===== config.mk =====
export PLATFORM = sky130hd
export DESIGN_NAME = webp_vp8_frame_header_parser_flat
export DESIGN_NICKNAME = d
export VERILOG_FILES = /design/src/sv/vfh_pkg.sv /design/src/sv/vfh_byte_if.sv /design/src/sv/vfh_result_if.sv /design/src/sv/vfh_in_stage.sv /design/src/sv/vfh_parse.sv /design/src/sv/webp_vp8_frame_header_parser.sv /design/src/flat_wrapper.sv
export SDC_FILE = /design/constraint.sdc
export NUM_CORES = 1
export LEC_CHECK = 0
export BUFFER_PORTS_ARGS = -buffer_cell sky130_fd_sc_hd__buf_2
export CAP_MARGIN = 20
export CORE_MARGIN = 1.5
export CORE_UTILIZATION = 50
export CTS_CLUSTER_DIAMETER = 150
export DETAILED_ROUTE_END_ITERATION = 10
export PLACE_DENSITY = 0.68
export REMOVE_ABC_BUFFERS = 1
export SLEW_MARGIN = 10
export SYNTH_ARGS = -nofsm -noshare
export SYNTH_HDL_FRONTEND = slang
export SYNTH_SLANG_ARGS = --single-unit

===== constraint.sdc =====
create_clock -name clk_i -period 21.7 [get_ports clk_i]
set_input_delay 4.34 -clock clk_i [delete_from_list [all_inputs] [get_ports clk_i]]
set_output_delay 4.34 -clock clk_i [all_outputs]
set_load 0.01 [all_outputs]

===== src/sv/vfh_pkg.sv =====
// Shared types and constants for the compressed-image frame header parser.
// No dependencies; all design modules import this package.
`default_nettype none

package vfh_pkg;

  typedef enum logic [3:0] {
    ST_OK            = 4'd0,
    ST_TOO_SHORT     = 4'd1,
    ST_RIFF_TRUNC    = 4'd2,
    ST_NO_WEBP       = 4'd3,
    ST_BAD_FOURCC    = 4'd4,
    ST_SIZE_MISMATCH = 4'd5,
    ST_PIC_SHORT     = 4'd6,
    ST_BAD_START     = 4'd7,
    ST_BAD_PART_LEN  = 4'd8
  } vfh_status_e;

  localparam logic [31:0] SIG_RIFF     = 32'h4646_4952;
  localparam logic [31:0] SIG_WEBP     = 32'h5042_4557;
  localparam logic [31:0] SIG_VP8      = 32'h2038_5056;
  localparam logic [31:0] MIN_LEN      = 32'd4;
  localparam logic [31:0] RIFF_MIN_LEN = 32'd24;
  localparam logic [31:0] RIFF_SUM_ADD = 32'd8;
  localparam logic [31:0] PIC_HDR_LEN  = 32'd7;
  localparam logic [4:0]  RIFF_HDR_LEN = 5'd20;
  localparam logic [4:0]  TAG_LEN      = 5'd3;
  localparam logic [4:0]  FRAME_HDR_LEN = 5'd10;
  localparam logic [4:0]  IDX_MAX      = 5'd31;
  localparam logic [7:0]  START_CODE0  = 8'h9d;
  localparam logic [7:0]  START_CODE1  = 8'h01;
  localparam logic [7:0]  START_CODE2  = 8'h2a;
  localparam logic [14:0] MB_ROUND     = 15'd15;

  typedef struct packed {
    logic [7:0]  data_byte;
    logic        first_byte;
    logic [31:0] buffer_length;
  } vfh_byte_t;

  typedef struct packed {
    vfh_status_e status;
    logic        key_frame;
    logic [2:0]  profile;
    logic        show_frame;
    logic [18:0] first_part_length;
    logic [13:0] pic_width;
    logic [1:0]  width_scale;
    logic [13:0] pic_height;
    logic [1:0]  height_scale;
    logic [10:0] mb_cols;
    logic [10:0] mb_rows;
    logic [4:0]  payload_offset;
  } vfh_result_t;

endpackage

`default_nettype wire


===== src/sv/vfh_byte_if.sv =====
// Input channel: one buffer byte per item with valid/ready handshake.
// Stand-alone interface, no package dependency.
`default_nettype none

interface vfh_byte_if;
  logic        valid;
  logic        ready;
  logic [7:0]  data_byte;
  logic        first_byte;
  logic [31:0] buffer_length;

  modport source (output valid, output data_byte, output first_byte,
                  output buffer_length, input ready);
  modport sink   (input valid, input data_byte, input first_byte,
                  input buffer_length, output ready);
endinterface

`default_nettype wire


===== src/sv/vfh_result_if.sv =====
// Result channel: one parse result per item with valid/ready handshake.
// Stand-alone interface, no package dependency.
`default_nettype none

interface vfh_result_if;
  logic        valid;
  logic        ready;
  logic [3:0]  status;
  logic        key_frame;
  logic [2:0]  profile;
  logic        show_frame;
  logic [18:0] first_part_length;
  logic [13:0] pic_width;
  logic [1:0]  width_scale;
  logic [13:0] pic_height;
  logic [1:0]  height_scale;
  logic [10:0] mb_cols;
  logic [10:0] mb_rows;
  logic [4:0]  payload_offset;

  modport source (output valid, output status, output key_frame, output profile,
                  output show_frame, output first_part_length, output pic_width,
                  output width_scale, output pic_height, output height_scale,
                  output mb_cols, output mb_rows, output payload_offset,
                  input ready);
  modport sink   (input valid, input status, input key_frame, input profile,
                  input show_frame, input first_part_length, input pic_width,
                  input width_scale, input pic_height, input height_scale,
                  input mb_cols, input mb_rows, input payload_offset,
                  output ready);
endinterface

`default_nettype wire


===== src/sv/vfh_in_stage.sv =====
// Input register stage: captures one byte item and holds it until the parser takes it.
// Depends on vfh_pkg.
`default_nettype none

module vfh_in_stage (
  input  logic              clk_i,
  input  logic              rst_ni,
  input  logic              in_valid_i,
  output logic              in_ready_o,
  input  vfh_pkg::vfh_byte_t in_item_i,
  output logic              item_valid_o,
  output vfh_pkg::vfh_byte_t item_o,
  input  logic              take_i
);
  import vfh_pkg::*;

  logic      valid_q;
  vfh_byte_t item_q;

  assign in_ready_o   = !valid_q || take_i;
  assign item_valid_o = valid_q;
  assign item_o       = item_q;

  always_ff @(posedge clk_i or negedge rst_ni) begin
    if (!rst_ni) begin
      valid_q <= 1'b0;
    end else if (in_ready_o) begin
      valid_q <= in_valid_i;
    end
  end

  always_ff @(posedge clk_i) begin
    if (in_ready_o && in_valid_i) begin
      item_q <= in_item_i;
    end
  end

endmodule

`default_nettype wire


===== src/sv/vfh_parse.sv =====
// Parse state, per-byte decode and result register.
// Depends on vfh_pkg.
`default_nettype none

module vfh_parse (
  input  logic                clk_i,
  input  logic                rst_ni,
  input  logic                item_valid_i,
  input  vfh_pkg::vfh_byte_t  item_i,
  output logic                take_o,
  output logic                out_valid_o,
  input  logic                out_ready_i,
  output vfh_pkg::vfh_result_t result_o
);
  import vfh_pkg::*;

  logic [4:0]  idx_q, idx_d, idx_c;
  logic [31:0] rem_q, rem_d, rem_c;
  logic        riff_q, riff_d, riff_c;
  logic [31:0] win_q, win_d, win_c;
  logic [31:0] rlen_q, rlen_d, rlen_c;
  logic [31:0] clen_q, clen_d, clen_c;
  logic [23:0] tag_q, tag_d, tag_c;
  logic [31:0] pic_q, pic_d, pic_c;
  logic        done_q, done_d, done_c;

  logic        out_valid_q;
  vfh_result_t result_q;

  logic        emit;
  vfh_status_e status;
  logic        have_tag, have_pic;
  logic [4:0]  offset;
  logic [7:0]  b;
  logic [4:0]  lane_sel;
  logic        fp_en;
  logic [4:0]  fp;
  logic        tag_done, chk_en, pic_done;
  logic [7:0]  chk_val;
  logic [31:0] full_word;
  logic [4:0]  base, off3, off10;
  logic [31:0] d3, d10;
  logic        key_new, key_cur;
  logic [18:0] fpl_new;
  logic [14:0] w_sum, h_sum;
  vfh_result_t res;

  assign take_o      = item_valid_i && (!out_valid_q || out_ready_i);
  assign out_valid_o = out_valid_q;
  assign result_o    = result_q;

  always_comb begin
    b        = item_i.data_byte;
    if (item_i.first_byte) begin
      idx_c  = '0;
      rem_c  = item_i.buffer_length;
      riff_c = 1'b0;
      win_c  = '0;
      rlen_c = '0;
      clen_c = '0;
      tag_c  = '0;
      pic_c  = '0;
      done_c = 1'b0;
    end else begin
      idx_c  = idx_q;
      rem_c  = rem_q;
      riff_c = riff_q;
      win_c  = win_q;
      rlen_c = rlen_q;
      clen_c = clen_q;
      tag_c  = tag_q;
      pic_c  = pic_q;
      done_c = done_q;
    end
    lane_sel = {idx_c[1:0], 3'b000};

    idx_d  = idx_c;
    rem_d  = rem_c;
    riff_d = riff_c;
    win_d  = win_c;
    rlen_d = rlen_c;
    clen_d = clen_c;
    tag_d  = tag_c;
    pic_d  = pic_c;
    done_d = done_c;

    emit     = 1'b0;
    status   = ST_OK;
    have_tag = 1'b0;
    have_pic = 1'b0;
    offset   = '0;
    fp_en    = 1'b0;
    fp       = '0;
    tag_done = 1'b0;
    chk_en   = 1'b0;
    chk_val  = START_CODE0;
    pic_done = 1'b0;
    full_word = {b, win_c[23:0]};

    base    = riff_c ? RIFF_HDR_LEN : 5'd0;
    off3    = base + TAG_LEN;
    off10   = base + FRAME_HDR_LEN;
    d3      = rem_c - {27'd0, off3};
    d10     = rem_c - {27'd0, off10};
    key_cur = !tag_c[0];

    // header byte capture, or frame-relative byte position
    if (!done_c && !(item_i.first_byte && item_i.buffer_length <= MIN_LEN)) begin
      if (idx_c < 5'd4) begin
        win_d[lane_sel +: 8] = b;
        if (idx_c == 5'd3) begin
          if (full_word != SIG_RIFF) begin
            tag_d    = full_word[23:0];
            tag_done = 1'b1;
            chk_en   = 1'b1;
            chk_val  = START_CODE0;
          end
        end
      end else if (!riff_c) begin
        fp_en = 1'b1;
        fp    = idx_c;
      end else if (idx_c < RIFF_HDR_LEN) begin
        if (idx_c < 5'd8) begin
          rlen_d[lane_sel +: 8] = b;
        end else if (idx_c < 5'd16) begin
          win_d[lane_sel +: 8] = b;
        end else begin
          clen_d[lane_sel +: 8] = b;
        end
      end else begin
        fp_en = 1'b1;
        fp    = idx_c - RIFF_HDR_LEN;
      end
    end

    if (fp_en) begin
      case (fp)
        5'd0:    tag_d[7:0]   = b;
        5'd1:    tag_d[15:8]  = b;
        5'd2: begin
          tag_d[23:16] = b;
          tag_done     = 1'b1;
        end
        5'd3: begin
          chk_en  = 1'b1;
          chk_val = START_CODE0;
        end
        5'd4: begin
          chk_en  = 1'b1;
          chk_val = START_CODE1;
        end
        5'd5: begin
          chk_en  = 1'b1;
          chk_val = START_CODE2;
        end
        5'd6:    pic_d[7:0]   = b;
        5'd7:    pic_d[15:8]  = b;
        5'd8:    pic_d[23:16] = b;
        5'd9: begin
          pic_d[31:24] = b;
          pic_done     = 1'b1;
        end
        default: ;
      endcase
    end

    key_new = !tag_d[0];
    fpl_new = tag_d[23:5];

    if (item_i.first_byte && item_i.buffer_length <= MIN_LEN) begin
      emit   = 1'b1;
      status = ST_TOO_SHORT;
    end else if (!done_c) begin
      if (idx_c == 5'd3 && full_word == SIG_RIFF) begin
        if (rem_c < RIFF_MIN_LEN) begin
          emit   = 1'b1;
          status = ST_RIFF_TRUNC;
        end else begin
          riff_d = 1'b1;
        end
      end else if (riff_c && idx_c == 5'd11 && full_word != SIG_WEBP) begin
        emit   = 1'b1;
        status = ST_NO_WEBP;
      end else if (riff_c && idx_c == 5'd15 && full_word != SIG_VP8) begin
        emit   = 1'b1;
        status = ST_BAD_FOURCC;
      end else if (riff_c && idx_c == 5'd19 &&
                   (({b, clen_c[23:0]} > (rlen_c + RIFF_SUM_ADD)) || clen_c[0])) begin
        emit   = 1'b1;
        status = ST_SIZE_MISMATCH;
      end else if (tag_done) begin
        have_tag = 1'b1;
        if (key_new) begin
          if (d3 < PIC_HDR_LEN) begin
            emit   = 1'b1;
            status = ST_PIC_SHORT;
          end else if (chk_en && b != chk_val) begin
            emit   = 1'b1;
            status = ST_BAD_START;
          end
        end else begin
          emit   = 1'b1;
          offset = off3;
          status = ({13'd0, fpl_new} > d3) ? ST_BAD_PART_LEN : ST_OK;
        end
      end else if (key_cur && chk_en && b != chk_val) begin
        emit     = 1'b1;
        have_tag = 1'b1;
        status   = ST_BAD_START;
      end else if (key_cur && pic_done) begin
        emit     = 1'b1;
        have_tag = 1'b1;
        have_pic = 1'b1;
        offset   = off10;
        status   = ({13'd0, fpl_new} > d10) ? ST_BAD_PART_LEN : ST_OK;
      end
      if (!emit && idx_c != IDX_MAX) begin
        idx_d = idx_c + 5'd1;
      end
    end
    if (emit) begin
      done_d = 1'b1;
    end

    w_sum = {1'b0, pic_d[13:0]} + MB_ROUND;
    h_sum = {1'b0, pic_d[29:16]} + MB_ROUND;

    res                = '0;
    res.status         = status;
    res.payload_offset = offset;
    if (have_tag) begin
      res.key_frame         = key_new;
      res.profile           = tag_d[3:1];
      res.show_frame        = tag_d[4];
      res.first_part_length = fpl_new;
    end
    if (have_pic) begin
      res.pic_width    = pic_d[13:0];
      res.width_scale  = pic_d[15:14];
      res.pic_height   = pic_d[29:16];
      res.height_scale = pic_d[31:30];
      res.mb_cols      = w_sum[14:4];
      res.mb_rows      = h_sum[14:4];
    end
  end

  always_ff @(posedge clk_i or negedge rst_ni) begin
    if (!rst_ni) begin
      idx_q       <= '0;
      rem_q       <= '0;
      riff_q      <= 1'b0;
      win_q       <= '0;
      rlen_q      <= '0;
      clen_q      <= '0;
      tag_q       <= '0;
      pic_q       <= '0;
      done_q      <= 1'b1;
      out_valid_q <= 1'b0;
    end else begin
      if (take_o) begin
        idx_q  <= idx_d;
        rem_q  <= rem_d;
        riff_q <= riff_d;
        win_q  <= win_d;
        rlen_q <= rlen_d;
        clen_q <= clen_d;
        tag_q  <= tag_d;
        pic_q  <= pic_d;
        done_q <= done_d;
      end
      if (take_o && emit) begin
        out_valid_q <= 1'b1;
      end else if (out_ready_i) begin
        out_valid_q <= 1'b0;
      end
    end
  end

  always_ff @(posedge clk_i) begin
    if (take_o && emit) begin
      result_q <= res;
    end
  end

  a_done_after_emit: assert property (@(posedge clk_i) disable iff (!rst_ni)
    take_o && emit |=> done_q)
    else $error("parse not closed after result");

  a_idx_range: assert property (@(posedge clk_i) disable iff (!rst_ni)
    idx_q != IDX_MAX)
    else $error("byte index ran past the frame header");

  a_key_offset: assert property (@(posedge clk_i) disable iff (!rst_ni)
    out_valid_q && result_q.status == ST_OK && result_q.key_frame |->
      (result_q.payload_offset == 5'd10 || result_q.payload_offset == 5'd30))
    else $error("key frame result with wrong payload offset");

  a_short_clean: assert property (@(posedge clk_i) disable iff (!rst_ni)
    out_valid_q && result_q.status == ST_TOO_SHORT |->
      (result_q.key_frame == 1'b0 && result_q.payload_offset == 5'd0))
    else $error("too-short result carries frame fields");

endmodule

`default_nettype wire


===== src/sv/webp_vp8_frame_header_parser.sv =====
// Channel   Dir  Payload                                          Handshake
// byte_i    in   data_byte, first_byte, buffer_length             valid/ready
// result_o  out  status, tag fields, picture fields, payload_offset valid/ready
//
// One byte item per cycle sustained while the result register does not stall;
// a byte is decoded from the input register, and its result (if any) loads the
// result register. Between the byte accept and result valid lie the input
// register and the result register.
// Reset is asynchronous, active low; after reset bytes are dropped until first_byte.
// A stalled result register holds the input stage; the input register keeps
// taking bytes while a result is taken in the same cycle.
// Depends on vfh_pkg, vfh_byte_if, vfh_result_if, vfh_in_stage, vfh_parse.
`default_nettype none

module webp_vp8_frame_header_parser (
  input  logic        clk_i,
  input  logic        rst_ni,
  vfh_byte_if.sink    byte_i,
  vfh_result_if.source result_o
);
  import vfh_pkg::*;

  vfh_byte_t   in_item;
  vfh_byte_t   item;
  logic        item_valid;
  logic        take;
  logic        out_valid;
  vfh_result_t result;

  assign in_item.data_byte     = byte_i.data_byte;
  assign in_item.first_byte    = byte_i.first_byte;
  assign in_item.buffer_length = byte_i.buffer_length;

  vfh_in_stage u_in_stage (
    .clk_i        (clk_i),
    .rst_ni       (rst_ni),
    .in_valid_i   (byte_i.valid),
    .in_ready_o   (byte_i.ready),
    .in_item_i    (in_item),
    .item_valid_o (item_valid),
    .item_o       (item),
    .take_i       (take)
  );

  vfh_parse u_parse (
    .clk_i        (clk_i),
    .rst_ni       (rst_ni),
    .item_valid_i (item_valid),
    .item_i       (item),
    .take_o       (take),
    .out_valid_o  (out_valid),
    .out_ready_i  (result_o.ready),
    .result_o     (result)
  );

  assign result_o.valid             = out_valid;
  assign result_o.status            = result.status;
  assign result_o.key_frame         = result.key_frame;
  assign result_o.profile           = result.profile;
  assign result_o.show_frame        = result.show_frame;
  assign result_o.first_part_length = result.first_part_length;
  assign result_o.pic_width         = result.pic_width;
  assign result_o.width_scale       = result.width_scale;
  assign result_o.pic_height        = result.pic_height;
  assign result_o.height_scale      = result.height_scale;
  assign result_o.mb_cols           = result.mb_cols;
  assign result_o.mb_rows           = result.mb_rows;
  assign result_o.payload_offset    = result.payload_offset;

endmodule

`default_nettype wire

===== src/flat_wrapper.sv =====
// flat-port wrapper written by rule: the top's interface ports become plain ports
module webp_vp8_frame_header_parser_flat import vfh_pkg::*;
  (clk_i, rst_ni, byte_i_valid, byte_i_data_byte, byte_i_first_byte, byte_i_buffer_length, byte_i_ready, result_o_valid, result_o_status, result_o_key_frame, result_o_profile, result_o_show_frame, result_o_first_part_length, result_o_pic_width, result_o_width_scale, result_o_pic_height, result_o_height_scale, result_o_mb_cols, result_o_mb_rows, result_o_payload_offset, result_o_ready);
  vfh_byte_if byte_i_i ();
  vfh_result_if result_o_i ();
  input  logic clk_i;
  input  logic rst_ni;
  input wire logic [$bits(byte_i_i.valid)-1:0] byte_i_valid;
  input wire logic [$bits(byte_i_i.data_byte)-1:0] byte_i_data_byte;
  input wire logic [$bits(byte_i_i.first_byte)-1:0] byte_i_first_byte;
  input wire logic [$bits(byte_i_i.buffer_length)-1:0] byte_i_buffer_length;
  output wire logic [$bits(byte_i_i.ready)-1:0] byte_i_ready;
  output wire logic [$bits(result_o_i.valid)-1:0] result_o_valid;
  output wire logic [$bits(result_o_i.status)-1:0] result_o_status;
  output wire logic [$bits(result_o_i.key_frame)-1:0] result_o_key_frame;
  output wire logic [$bits(result_o_i.profile)-1:0] result_o_profile;
  output wire logic [$bits(result_o_i.show_frame)-1:0] result_o_show_frame;
  output wire logic [$bits(result_o_i.first_part_length)-1:0] result_o_first_part_length;
  output wire logic [$bits(result_o_i.pic_width)-1:0] result_o_pic_width;
  output wire logic [$bits(result_o_i.width_scale)-1:0] result_o_width_scale;
  output wire logic [$bits(result_o_i.pic_height)-1:0] result_o_pic_height;
  output wire logic [$bits(result_o_i.height_scale)-1:0] result_o_height_scale;
  output wire logic [$bits(result_o_i.mb_cols)-1:0] result_o_mb_cols;
  output wire logic [$bits(result_o_i.mb_rows)-1:0] result_o_mb_rows;
  output wire logic [$bits(result_o_i.payload_offset)-1:0] result_o_payload_offset;
  input wire logic [$bits(result_o_i.ready)-1:0] result_o_ready;
  assign byte_i_i.valid = byte_i_valid;
  assign byte_i_i.data_byte = byte_i_data_byte;
  assign byte_i_i.first_byte = byte_i_first_byte;
  assign byte_i_i.buffer_length = byte_i_buffer_length;
  assign byte_i_ready = byte_i_i.ready;
  assign result_o_valid = result_o_i.valid;
  assign result_o_status = result_o_i.status;
  assign result_o_key_frame = result_o_i.key_frame;
  assign result_o_profile = result_o_i.profile;
  assign result_o_show_frame = result_o_i.show_frame;
  assign result_o_first_part_length = result_o_i.first_part_length;
  assign result_o_pic_width = result_o_i.pic_width;
  assign result_o_width_scale = result_o_i.width_scale;
  assign result_o_pic_height = result_o_i.pic_height;
  assign result_o_height_scale = result_o_i.height_scale;
  assign result_o_mb_cols = result_o_i.mb_cols;
  assign result_o_mb_rows = result_o_i.mb_rows;
  assign result_o_payload_offset = result_o_i.payload_offset;
  assign result_o_i.ready = result_o_ready;
  webp_vp8_frame_header_parser u_core (.clk_i(clk_i), .rst_ni(rst_ni), .byte_i(byte_i_i), .result_o(result_o_i));
endmodule

* Word level (Yosys, flattened, before mapping)
Index checks and enable logic that the tools add are counted.
Storage, ports and cells: output and inout bits 89, register bits 321, RAM bits 0, word-level logic and storage cells 221, latch bits 0, memory bits (read-only) 0, memories 0, bits of input ports 45
Cells by class: shifts and indexed selects 2, add/subtract/negate cells 10, reductions and logical operators 32, divide/modulo/power cells 0, bitwise logic cells 0, equality and inequality tests 19, order comparisons 10, mux-type cells 121, multiply operators 0
Operators by type and width (count):
- $mux 32 | 23
- $mux 24 | 6
- $bwmux 32 | 3
- $mux 5 | 13
- $gt 19x32->1 | 2
- $mux 8 | 8
- $ne 32x31->1 const B | 2
- $sub 32x5->32 | 2
- $mux 1 | 54
- $mux 4 | 10
- $add 32x4->32 const B | 1
- $eq 32x31->1 const B | 1
- $gt 32x32->1 | 1
- $le 32x3->1 const B | 1
- $lt 32x3->1 const B | 1
- $lt 32x5->1 const B | 1
- $ne 32x30->1 const B | 1
- $shift 8x7->32 const A | 1
- $shiftx 8x7->32 | 1
- $add 14x4->15 const B | 2
- $eq 5x3->1 const B | 4
- $eq 5x4->1 const B | 4
- $logic_and 1x1->1 | 17
- $pmux 8 s2 | 1
- 22 further kinds | 34

* Longest topological paths before layout
Gate-level depths: netlist (run 1).
word-level depth 26, depth in mapped cells 32, depth with buffers taken out 22

* By module
A second synthesis (run 1) with hierarchy kept.
Second synthesis, totals: cells, all modules 1895, area total of the unflattened synthesis 18143.7 um^2
Modules (own cells, without submodules):
- vfh_parse | sequential area each 6912.9 um^2, area an instance 16858.7 um^2, times used 1, cells an instance 1850
- vfh_in_stage | sequential area each 1256.2 um^2, area an instance 1285.0 um^2, times used 1, cells an instance 45

* Least setup slack after synthesis (run 1)
No wires, ideal clock.
kind input-to-output, start point input port result_o_ready, end point output port byte_i_ready, setup slack 12796 ps, stages on the path 2, required time 17360 ps, buffers on the path 0, arrival 4564 ps, path through nor2b_1 nand2_1
On the way: cells in the longest elaborated chain, start to end 3
RTL lines:
- start, declared | RTL line flat_wrapper.sv:26 | input wire logic [$bits(result_o_i.ready)-1:0] result_o_ready;
- $logic_or 1x1->1 | RTL line vfh_parse.sv:48 | assign take_o = item_valid_i && (!out_valid_q || out_ready_i);
- $logic_and 1x1->1 | RTL line vfh_parse.sv:48
- $logic_or 1x1->1 | RTL line vfh_in_stage.sv:20 | assign in_ready_o = !valid_q || take_i;
- end, declared | RTL line flat_wrapper.sv:12 | output wire logic [$bits(byte_i_i.ready)-1:0] byte_i_ready;
Every way passes these cells.

* Worst setup path in the final report (run 1)
Same ends and word-level chain as after synthesis.

==> impl_results.md, run 1 <==
* Layout cells sized above 1 at between 10 and 15%
* Via count at 14,830
* Nets at 2,098
* CP Data Required Time at 17.36 ns
* Worst Path Arrival at 4.82 ns
* Worst-Skew Late Latency at 0.55 ns
* CP bufs+invs at 2
* Post-DRT Antenna Nets at 0
* Share of the synthesized area in the top cell type at 23.59%
* Status: finished clean
* Site row count at 70
* Max-cap violations at 0
* Hold depth at 2
* DR iter-0 viols at 1,150
* Hold Crit Class: reg -> reg
* Initial antenna violation count at 0
* CP delay by family, top: buffers and inverters
* Drt wl/cell at 19.62 µm
* Async SR Flop Fraction at around 58%
* Critical path's slowest cell: buf_2
* Setup TNS Final at 0 ns
* Hold Path End: u_core.u_parse.tag_q[20]
* Die Width at ~200 µm
* Top cells by area, synth: dfrtp_1 24%, edfxtp_1 21%, ha_1 5.9%
* Gr ovfl total at 0
* Vias in the first global route at 14,460
* Max-slew violations at 0
* Place WS at 12.55 ns
* Fmax at 0.1092 GHz
* Vert. Die Dim at 195.1 µm
* 1st-pass router iterations at 6
* Clock power share at between 30% and 40%
* Most frequent CP cell: buf_2
* Clk_skew at about 0.024 ns
* Worst setup margin at 12.54 ns
* Setup violators final at 0
* Final count of hold timing violations at 0
* First-pass GRT wire length at 77.05 mm
* Seq pwr share at 41.7%
* Layout area overhead at 11.04%
* Cell variety after synth at 92
* GRT Overall Usage at 25.41%
* Root Buffer: clkbuf_16
* Syn avg cell area at 9.745 µm²
* CP Cell Sequence: buf_2 > nor2b_1 > nand2_1 > buf_2
* # resized after CTS at 0
* Post-synth EDFFs at 127
* CTS Hold Buffers Added at 0
* Post-synthesis cell count at 1,894
* Switching portion of total power at between 30% and 40%
* Vias/cell at 6.031
* Worst-path fanout max at 3
* Synth Warn # at 0
* Diode count at 0
* Final Power at 1751 µW
* Hold slack at 0.4800 ns
* IO Port Bufs at 133
* Final Critical Period at between 9 and 10 ns
* Combinational fraction of design power at 26.6%
* DRC errors left at 0
* R2R Path Start: u_core.u_in_stage.item_o[32]
* Nature of the critical path endpoint: output port
* Switching power at slightly above 600 µW
* Synth top cells by count: 174 x dfrtp_1, 170 x nor2_1, 157 x nand2_1, 151 x o21ai_0, 127 x edfxtp_1
* CTS tree: yes
* Max H-tree Level at 2
* Routed WL at 48.24 mm
* VDD IR-drop max at 0.06479 mV
* Seq/Total Area, Yosys at 44.39%
* Cell Int Power at 1146 µW
* Hold_sp: u_core.u_parse.tag_q[20]
* Largest net degree at the start of global routing at ~170
* Placer Congestion at 0.9522
* Worst-path clk slew at 0.06 ns
* Startpoint class of the critical path: input port
* Largest area contributor in the netlist: dfrtp_1
* Final period util at 42.21%
* Unrepaired setup endpoints after global routing: no
* Die area at 38,080 µm²
* Rel. slew slack at 24.54%
* DPL Wire Length at 32.95 mm
* Clk buf depth at 3
* Worst path max stage delay at approximately 0.15 ns
* R2R Path End: u_core.u_parse.result_o[71]
* Leak pwr at 0.008247 µW
* Crit Path Class: in -> out
* Power density cells at 85.41 nW/µm²
* Seq cells post-synth at 302
* Setup Buffers After CTS at 0
* Prevailing post-synth register cell: dfrtp_1
* Total CTS buffers at 34
* CTS Sinks at 302
* Worst r2r path cells at 15
* Pin slew with the least headroom to its limit at 1.122 ns
* Initial core utilization at 50.66%
* Post-synthesis cell area at about 18,000 µm²
* FF-to-FF setup slack at around 15 ns
* IO Pins at roughly 130
* Core area at 36,430 µm²
* Most common cell in the netlist: dfrtp_1
## worst max path at each step
stage | cells after the start | start | slack, ns | to
floorplan | 10 | u_core.u_in_stage.item_o[32] | 10.29 | u_core.u_parse.result_o[0]
global placement | 4 | result_o_ready | 12.55 | byte_i_ready
detailed placement | 4 | result_o_ready | 12.55 | byte_i_ready
CTS | 4 | result_o_ready | 12.54 | byte_i_ready
global route | 4 | result_o_ready | 12.49 | byte_i_ready
finish | 4 | result_o_ready | 12.54 | byte_i_ready
## per-layer routing
metal	track usage, %	vias up	wire (µm)
li1	-	7070	-
met1	32.86	7159	20770
met2	42.33	489	22960
met3	4.680	112	2863
met4	9.934	0	1647
met5	0	-	0
## cells by family (layout without fill, tap and decap cells)
| logic type | after synthesis | after routing | synth area share, % |
|---|---|---|---|
| compound gates | 463 | 463 | 16.81 |
| fa+ha+maj | 88 | 88 | 6.006 |
| buf+inv | 172 | 269 | 3.966 |
| flops | 302 | 302 | 44.39 |
| mux | 73 | 73 | 4.135 |
| simple gates | 716 | 716 | 20.89 |
| xor+xnor | 80 | 80 | 3.796 |
## cell usage in the layout (no fill, tap or decap), drive strengths merged, types with 25 or more instances in the layout
| cell type | count |
|---|---|
| xor2 | 28 |
| clkbuf | 46 |
| buf | 158 |
| and2 | 25 |
| nand4 | 33 |
| o21ai | 157 |
| nand3 | 40 |
| nand2b | 43 |
| mux2i | 56 |
| nor2b | 48 |
| inv | 50 |
| a22o | 35 |
| a32o | 46 |
| a21o | 28 |
| dfrtp | 174 |
| xnor2 | 52 |
| nand2 | 158 |
| nor3b | 35 |
| nor4 | 25 |
| edfxtp | 127 |
| nor3 | 59 |
| nor2 | 174 |
| a21oi | 94 |
| ha | 87 |
## through the flow
step                cell area [µm²]  util, %  std cells
floorplan                     17910        -       1771
global placement              19390    53.23       2395
detailed placement            19390    53.23       2395
CTS                           20460    56.15       2457
global route                  20490    56.25       2459
finish                        20490    56.25       2459
## power groups by stage
stage               Sequential (µW)  Combinational (µW)  Clock, µW
floorplan                       740                 306          0
global placement                736                 452          0
detailed placement              739                 463          0
CTS                             728                 465        567
global route                    738                 516        588
finish                          730                 467        554
## final cells by class
| type | count | area (µm²) |
|---|---|---|
| Timing Repair Buffer | 158 | 892.1 |
| Clock inverter | 16 | 127.6 |
| Sequential cell | 302 | 8194 |
| Tap cell | 468 | 585.6 |
| Multi-Input combinational cell | 1420 | 9574 |
| Inverter | 49 | 183.9 |
| Clock buffer | 46 | 937.1 |
| Fill cell | 3182 | 15940 |
## worst min-delay path, stage by stage, from the launching register on
cell and delay (ns):
dfrtp_1 0.34, nand2_1 0.05, o21ai_0 0.06
## registers in the layout, summed over array words and instances (netlist names)
| name | flops |
|---|---|
| u_core.u_parse.idx_q | 5 |
| u_core.u_parse.pic_q | 30 |
| u_core.u_parse.result_o | 86 |
| u_core.u_parse.out_valid_o | 1 |
| u_core.u_parse.clen_q | 24 |
| u_core.u_parse.rlen_q | 32 |
| u_core.u_in_stage.item_valid_o | 1 |
| u_core.u_parse.win_q | 24 |
| u_core.u_parse.rem_q | 32 |
| u_core.u_parse.done_q | 1 |
| u_core.u_in_stage.item_o | 41 |
| u_core.u_parse.riff_q | 1 |
| u_core.u_parse.tag_q | 24 |
Power figures use the tool's default switching activity.
==> run 2: changes to the inputs <==
--- a/config.mk
+++ b/config.mk
@@ -5,6 +5,7 @@
 export SDC_FILE = /design/constraint.sdc
 export NUM_CORES = 1
 export LEC_CHECK = 0
+export ABC_AREA = 1
 export BUFFER_PORTS_ARGS = -buffer_cell sky130_fd_sc_hd__buf_2
 export CAP_MARGIN = 20
 export CORE_MARGIN = 1.5
==> constraint.sdc (replaced) <==
create_clock -name clk_i -period 8.97 [get_ports clk_i]
set_input_delay 1.794 -clock clk_i [delete_from_list [all_inputs] [get_ports clk_i]]
set_output_delay 1.794 -clock clk_i [all_outputs]
set_load 0.01 [all_outputs]
==> impl_results.md, run 2 <==
* Final Power at 5304 µW (was 1751 µW)
* Most frequent CP cell: nand2_1 (was buf_2)
* Finished Layout Cells at 3,080 (was 2,459)
* IO Pins at 134 (unchanged)
* Setup violators final at 0 (unchanged)
* Nets at 2,674 (was 2,098)
* Rel. slew slack at 28.22% (was 24.54%)
* CTS Sinks at 304 (was 302)
* Clock power share at 26.9% (was 31.7%)
* Switching portion of total power at 39.99% (was 34.52%)
* Seq/Total Area, Yosys at 43.34% (was 44.39%)
* Async SR Flop Fraction at 58.22% (was 57.95%)
* Site row count at 71 (was 70)
* CTS tree: yes (unchanged)
* Share of the synthesized area in the top cell type at 23.15% (was 23.59%)
* Hold depth at 2 (unchanged)
* IO Port Bufs at 133 (unchanged)
* Max H-tree Level at 2 (unchanged)
* Routed WL at 56.75 mm (was 48.24 mm)
* Most common cell after layout, fill and taps aside: nand2_1 (was dfrtp_1)
* Synth top cells by count: 535 x nand2_1, 304 x nor2_1, 289 x inv_1, 186 x o21ai_0, 176 x dfrtp_1 (was 174 x dfrtp_1, 170 x nor2_1, 157 x nand2_1, 151 x o21ai_0, 127 x edfxtp_1)
* Seq cells post-synth at 304 (was 302)
* Cell variety after synth at 59 (was 92)
* Drt wl/cell at 18.42 µm (was 19.62 µm)
* Largest net degree at the start of global routing at 113 (was 174)
* Post-layout util at 56.38% (was 56.25%)
* Layout cells sized above 1 at 10.86% (was 14.21%)
* Fmax at 0.1475 GHz
* Die area at 39,220 µm² (was 38,080 µm²)
* Worst-path clk slew at 0.06 ns (about the same)
* Switching power at 2121 µW (was 604.4 µW)
* Vert. Die Dim at 198.0 µm (was 195.1 µm)
* Vias/cell at 5.639 (was 6.031)
* Max-slew violations at 0 (unchanged)
* Prevailing post-synth register cell: dfrtp_1 (unchanged)
* Placed cell count at 3,013 (was 2,395)
* CP Data Required Time at 9.14 ns (was 17.36 ns)
* Synth Warn # at 0 (unchanged)
* Combinational fraction of design power at 36.4% (was 26.6%)
* Largest area contributor in the netlist: dfrtp_1 (unchanged)
* Clk_skew at 0.01989 ns (was 0.02367 ns)
* Most common cell in the netlist: nand2_1 (was dfrtp_1)
* Total CTS buffers at 36 (was 34)
* Worst path max stage delay at 0.77 ns (was 0.15 ns)
* GRT Overall Usage at 29.20% (was 25.41%)
* Power density cells at 250.4 nW/µm² (was 85.41 nW/µm²)
* Top cells by area, synth: dfrtp_1 23%, edfxtp_1 20%, nand2_1 11% (was dfrtp_1 24%, edfxtp_1 21%, ha_1 5.9%)
* Initial core utilization at 50.62% (was 50.66%)
* Hold Crit Class: reg -> reg (unchanged)
* Fillcell total at 3,518 (was 3,182)
* Max reg flops at 86 (unchanged)
* Core area at 37,580 µm² (was 36,430 µm²)
* Post-synthesis cell area at 19,020 µm² (was 18,460 µm²)
* Final period util at between 70% and 80%
* Layout area overhead at 11.38% (was 11.04%)
* Root Buffer: clkbuf_16 (unchanged)
* Via count at 17,370 (was 14,830)
* Worst-path fanout max at 76 (was 3)
* Vias in the first global route at 16,080 (was 14,460)
* Worst Path Arrival at 6.95 ns (was 4.82 ns)
* Clk buf depth at 3 (unchanged)
* Post-synth EDFFs at 127 (unchanged)
* Unrepaired setup endpoints after global routing: no (unchanged)
* Gr ovfl total at 0 (unchanged)
* Placer Congestion at 0.9452 (was 0.9522)
* Post-synthesis cell count at 2,447 (was 1,894)
* Critical path's slowest cell: buf_4 (was buf_2)
* Die Width at 198.0 µm (was 195.1 µm)
* Setup Buffers After CTS at 0 (unchanged)
* Worst-Skew Late Latency at 0.57 ns (was 0.55 ns)
* Worst r2r path cells at 34 (was 15)
* First-pass GRT wire length at 89.06 mm (was 77.05 mm)
* CTS Hold Buffers Added at 0 (unchanged)
* Post-DRT Antenna Nets at 0 (unchanged)
* DRC errors left at 0 (unchanged)
* Status: finished clean (unchanged)
* Nature of the critical path endpoint: flip-flop (was output port)
* # resized after CTS at 0 (unchanged)
* Leak pwr at 0.009430 µW (was 0.008247 µW)
* DR iter-0 viols at 1,639 (was 1,150)
* Cell Int Power at 3183 µW (was 1146 µW)
* VDD IR-drop max at 0.1836 mV (was 0.06479 mV)
* 1st-pass router iterations at 5 (was 6)
* DPL Wire Length at 41.34 mm (was 32.95 mm)
* Max-cap violations at 0 (unchanged)
* Seq pwr share at 36.7% (was 41.7%)
* Crit Path Class: reg -> reg (was in -> out)
* Diode count at 0 (unchanged)
* Most frequent cells in the layout: 534 x nand2_1, 304 x nor2_1, 287 x inv_1 (was 174 x dfrtp_1, 170 x nor2_1, 155 x nand2_1)
* Final Critical Period at slightly below 7 ns
* Startpoint class of the critical path: flip-flop (was input port)
* Final count of hold timing violations at 0 (unchanged)
* Pin slew with the least headroom to its limit at 1.070 ns (was 1.122 ns)
* Initial antenna violation count at 0 (unchanged)
* Syn avg cell area at 7.773 µm² (was 9.745 µm²)
-- run 2: cell types whose count changed after synthesis, moves of 48 or more --
cell	before	now
nand2_1	157	535
mux2i_1	54	0
a21oi_1	92	142
nor2_1	170	304
nand3_1	37	104
inv_1	47	289
nor2b_1	48	0
-- run 2: per-stage QoR --
stage | worst slack (ns) | setup TNS (ns) | hold slack, ns | cell area [µm²]
floorplan | -2.028 | -198.34 | 0.4478 | 18590
detailed placement | 2.298 | 0 | 0.4716 | 20040
finish | 2.190 | 0 | 0.4796 | 21190
CTS | 2.231 | 0 | 0.4827 | 21180
global placement | 2.415 | 0 | 0.4632 | 20040
global route | 1.616 | 0 | 0.5067 | 21190
-- run 2: per-layer routing --
metal,share of wire [%],global-route usage (%),routed length (µm),vias up
met1,45,41.83,25560,8198
met5,0,0,0,-
met2,44,44.73,25010,691
met3,7.6,5.161,4306,126
met4,3.3,9.528,1863,0
li1,-,-,-,8352
-- run 2: path summary, 6_finish.rpt --
path | to | slack (ns) | start
worst max-delay path | u_core.u_parse.result_o[57] | 2.19 | u_core.u_in_stage.item_o[32]
worst max register to register | u_core.u_parse.result_o[57] | 2.19 | u_core.u_in_stage.item_o[32]
worst min-delay path | u_core.u_parse.rlen_q[2] | 0.48 | u_core.u_parse.rlen_q[2]
min in group asynchronous | u_core.u_parse.clen_q[2] | 1.16 | rst_ni
max in group asynchronous | u_core.u_parse.pic_q[12] | 6.51 | rst_ni
worst min register to register | u_core.u_parse.rlen_q[2] | 0.48 | u_core.u_parse.rlen_q[2]
-- run 2: power by group through the flow --
stage / Combinational (µW) / Clock (µW) / Sequential [µW]
after floorplan: 1330 / 0 / 1970
after global placement: 1850 / 0 / 1960
after detailed placement: 1890 / 0 / 1960
after CTS: 1900 / 1450 / 1940
after global routing: 2170 / 1510 / 1980
final: 1930 / 1430 / 1950
-- run 2: critical path: cells and delay by family (launching register included) --
family,cells,cell delay (ns)
buf+inv,5,1.68
fa+ha+maj,1,0.29
flops,1,0.38
xor+xnor,1,0.16
simple gates,24,3.40
compound gates,3,0.38
-- run 2: kinds of logic after synthesis --
kind of cell,count (synthesis),synth area share (%)
xor+xnor,53,2.440
simple gates,1097,24.83
buf+inv,399,8.275
fa+ha+maj,88,5.828
compound gates,506,15.28
flops,304,43.34
-- run 2: layout make-up --
class	count	area [µm²]	share of cell area (%)
clock buffers	45	944.7	4.459
clock inverters	21	191.4	0.9036
inverters	304	1144	5.398
multi-input cells	1744	9215	43.50
flip-flops and latches	304	8244	38.91
well taps	511	639.4	3.018
repair buffers	151	807.0	3.809
==> run 3: changes to the inputs <==
--- a/config.mk
+++ b/config.mk
@@ -12,7 +12,7 @@
 export CORE_UTILIZATION = 50
 export CTS_CLUSTER_DIAMETER = 150
 export DETAILED_ROUTE_END_ITERATION = 10
-export PLACE_DENSITY = 0.68
+export PLACE_DENSITY = 0.71
 export REMOVE_ABC_BUFFERS = 1
 export SLEW_MARGIN = 10
 export SYNTH_ARGS = -nofsm -noshare
==> constraint.sdc (replaced) <==
create_clock -name clk_i -period 5.98 [get_ports clk_i]
set_input_delay 1.196 -clock clk_i [delete_from_list [all_inputs] [get_ports clk_i]]
set_output_delay 1.196 -clock clk_i [all_outputs]
set_load 0.01 [all_outputs]
==> impl_results.md, run 3 (synthesis gave the netlist of run 2 again) <==
* IO Port Bufs at 133 (unchanged)
* Final Critical Period at 5.564 ns (was 6.780 ns)
* IO Pins at 134 (unchanged)
* Rel. slew slack at 17.43% (was 28.22%)
* Layout area overhead at 13.14% (was 11.38%)
* Most common cell after layout, fill and taps aside: nand2_1 (unchanged)
* CTS Sinks at 304 (unchanged)
* FF/Latch Area at 8244 µm² (unchanged)
* Core area at 37,580 µm² (unchanged)
* Root Buffer: clkbuf_16 (unchanged)
* Max H-tree Level at 2 (unchanged)
* DRC errors left at 0 (unchanged)
* Final count of hold timing violations at 0 (unchanged)
* Layout cells sized above 1 at 12.25% (was 10.86%)
* CP Data Required Time at 6.31 ns (was 9.14 ns)
* Nets at 2,702 (was 2,674)
* Fmax at 0.1797 GHz (was 0.1475 GHz)
* Diode count at 0 (unchanged)
* Status: finished clean (unchanged)
* Placer Congestion at 0.9551 (was 0.9452)
* Nature of the critical path endpoint: flip-flop (unchanged)
* Gr ovfl total at 0 (unchanged)
* Worst-path fanout max at 6 (was 76)
* Post-DRT Antenna Nets at 0 (unchanged)
* GRT Overall Usage at 29.34% (was 29.20%)
* Clk buf depth at 3 (unchanged)
* Fillcell total at 3,395 (was 3,518)
* Pin slew with the least headroom to its limit at 1.238 ns (was 1.070 ns)
* Vias/cell at 5.644 (was 5.639)
* Worst path max stage delay at 0.48 ns (was 0.77 ns)
* Clk_skew at 0.02846 ns (was 0.01989 ns)
* Worst-path clk slew at 0.06 ns (about the same)
* Drt wl/cell at 18.39 µm (was 18.42 µm)
* Max reg flops at 86 (unchanged)
* Max-slew violations at 0 (unchanged)
* First-pass GRT wire length at 89.38 mm (was 89.06 mm)
* Total CTS buffers at 35 (was 36)
* Vias in the first global route at 16,560 (was 16,080)
* 1st-pass router iterations at 6 (was 5)
* Hold Crit Class: reg -> reg (unchanged)
* Initial antenna violation count at 1 (was 0)
* VDD IR-drop max at 0.3802 mV (was 0.1836 mV)
* Post-layout util at 57.27% (was 56.38%)
* DR iter-0 viols at 1,817 (was 1,639)
* Setup TNS Final at 0 ns (unchanged)
* Worst Path Arrival at 5.89 ns (was 6.95 ns)
* Largest net degree at the start of global routing at 278 (was 113)
* Die area at 39,220 µm² (unchanged)
* Final period util at 93.05% (was 75.58%)
* Setup violators final at 0 (unchanged)
* Power density cells at 370.8 nW/µm² (was 250.4 nW/µm²)
* CTS tree: yes (unchanged)
* Area of the multi-input gates at 9251 µm² (was 9215 µm²)
* Most frequent CP cell: nand3_1 (was nand2_1)
* Most frequent cells in the layout: 533 x nand2_1, 299 x nor2_1, 287 x inv_1 (was 534 x nand2_1, 304 x nor2_1, 287 x inv_1)
* Max-cap violations at 0 (unchanged)
* Startpoint class of the critical path: flip-flop (unchanged)
* Routed WL at 57.14 mm (was 56.75 mm)
* Worst-Skew Late Latency at 0.57 ns (about the same)
* Initial core utilization at 50.62% (unchanged)
* Site row count at 71 (unchanged)
* Leak pwr at 0.009613 µW (was 0.009430 µW)
* Critical path's slowest cell: edfxtp_1 (was buf_4)
* Vert. Die Dim at 198.0 µm (unchanged)
* Via count at 17,540 (was 17,370)
* DPL Wire Length at 41.24 mm (was 41.34 mm)
* Crit Path Class: reg -> reg (unchanged)
* Die Width at 198.0 µm (unchanged)
run 3: path summary, 6_finish.rpt:
path | startpoint | to | slack, ns | cells after the start
min in group asynchronous | rst_ni | u_core.u_parse.out_valid_o | 0.68 | 1
max in group asynchronous | rst_ni | u_core.u_parse.tag_q[21] | 4.22 | 2
max | u_core.u_in_stage.item_o[32] | u_core.u_parse.result_o[84] | 0.42 | 30
min reg2reg | u_core.u_parse.rlen_q[1] | u_core.u_parse.rlen_q[1] | 0.48 | 2
max reg2reg | u_core.u_in_stage.item_o[32] | u_core.u_parse.result_o[84] | 0.42 | 30
min | u_core.u_parse.rlen_q[1] | u_core.u_parse.rlen_q[1] | 0.48 | 2
run 3: cell type report:
type,instances,area share (%)
flip-flops and latches,304,38.31
repair buffers,179,5.210
clock inverters,18,0.7500
repair inverters,1,0.02326
clock buffers,46,4.401
multi-input cells,1744,42.99
well taps,511,2.971
inverters,304,5.343
run 3: power by group:
part / internal, µW / switching [µW] / total [µW] / leakage [µW]
combinational: 934 / 2050 / 2980 / 0.00563
clock: 1180 / 905 / 2080 / 0.000544
sequential: 2680 / 231 / 2910 / 0.00344
run 3: timing repair:
item                       4_1_cts  5_1_grt
hold buffers                     0        0
setup buffers                    0       11
setup endpoints to repair        0      125
gates resized for setup          0       17
run 3: per-stage QoR:
stage / hold WS (ns) / area, µm² / instances / setup WS [ns] / power [µW]
6_report: 0.4793 / 21520 / 3107 / 0.4159 / 7979
5_1_grt: 0.5128 / 21520 / 3107 / -0.001138 / 8494
4_1_cts: 0.4833 / 21320 / 3093 / 0.01672 / 7901
3_5_place_dp: 0.4705 / 20210 / 3029 / 0.03941 / 5802
3_3_place_gp: 0.4621 / 20210 / 3029 / 0.3053 / 5718
2_1_floorplan: 0.4478 / 18590 / 2352 / -4.420 / 4941
run 3: per-layer routing:
layer  GRT usage (%)  up-vias  wire, µm
li1                -     8438         -
met1           40.61     8222     24870
met2           45.83      740     25770
met4           10.83        0      2083
met5               0        -         0
met3           5.468      135      4420
run 3: critical path, delay by kind of cell, from the launching register on:
kind / cells / cell delay [ns]
adders and majority gates: 2 / 0.51
DFF: 1 / 0.48
and+or+nand+nor: 20 / 3.11
xor gates and xnor gates: 1 / 0.16
AOI/OAI and AO/OA: 4 / 0.62
buffers and inverters: 3 / 0.44
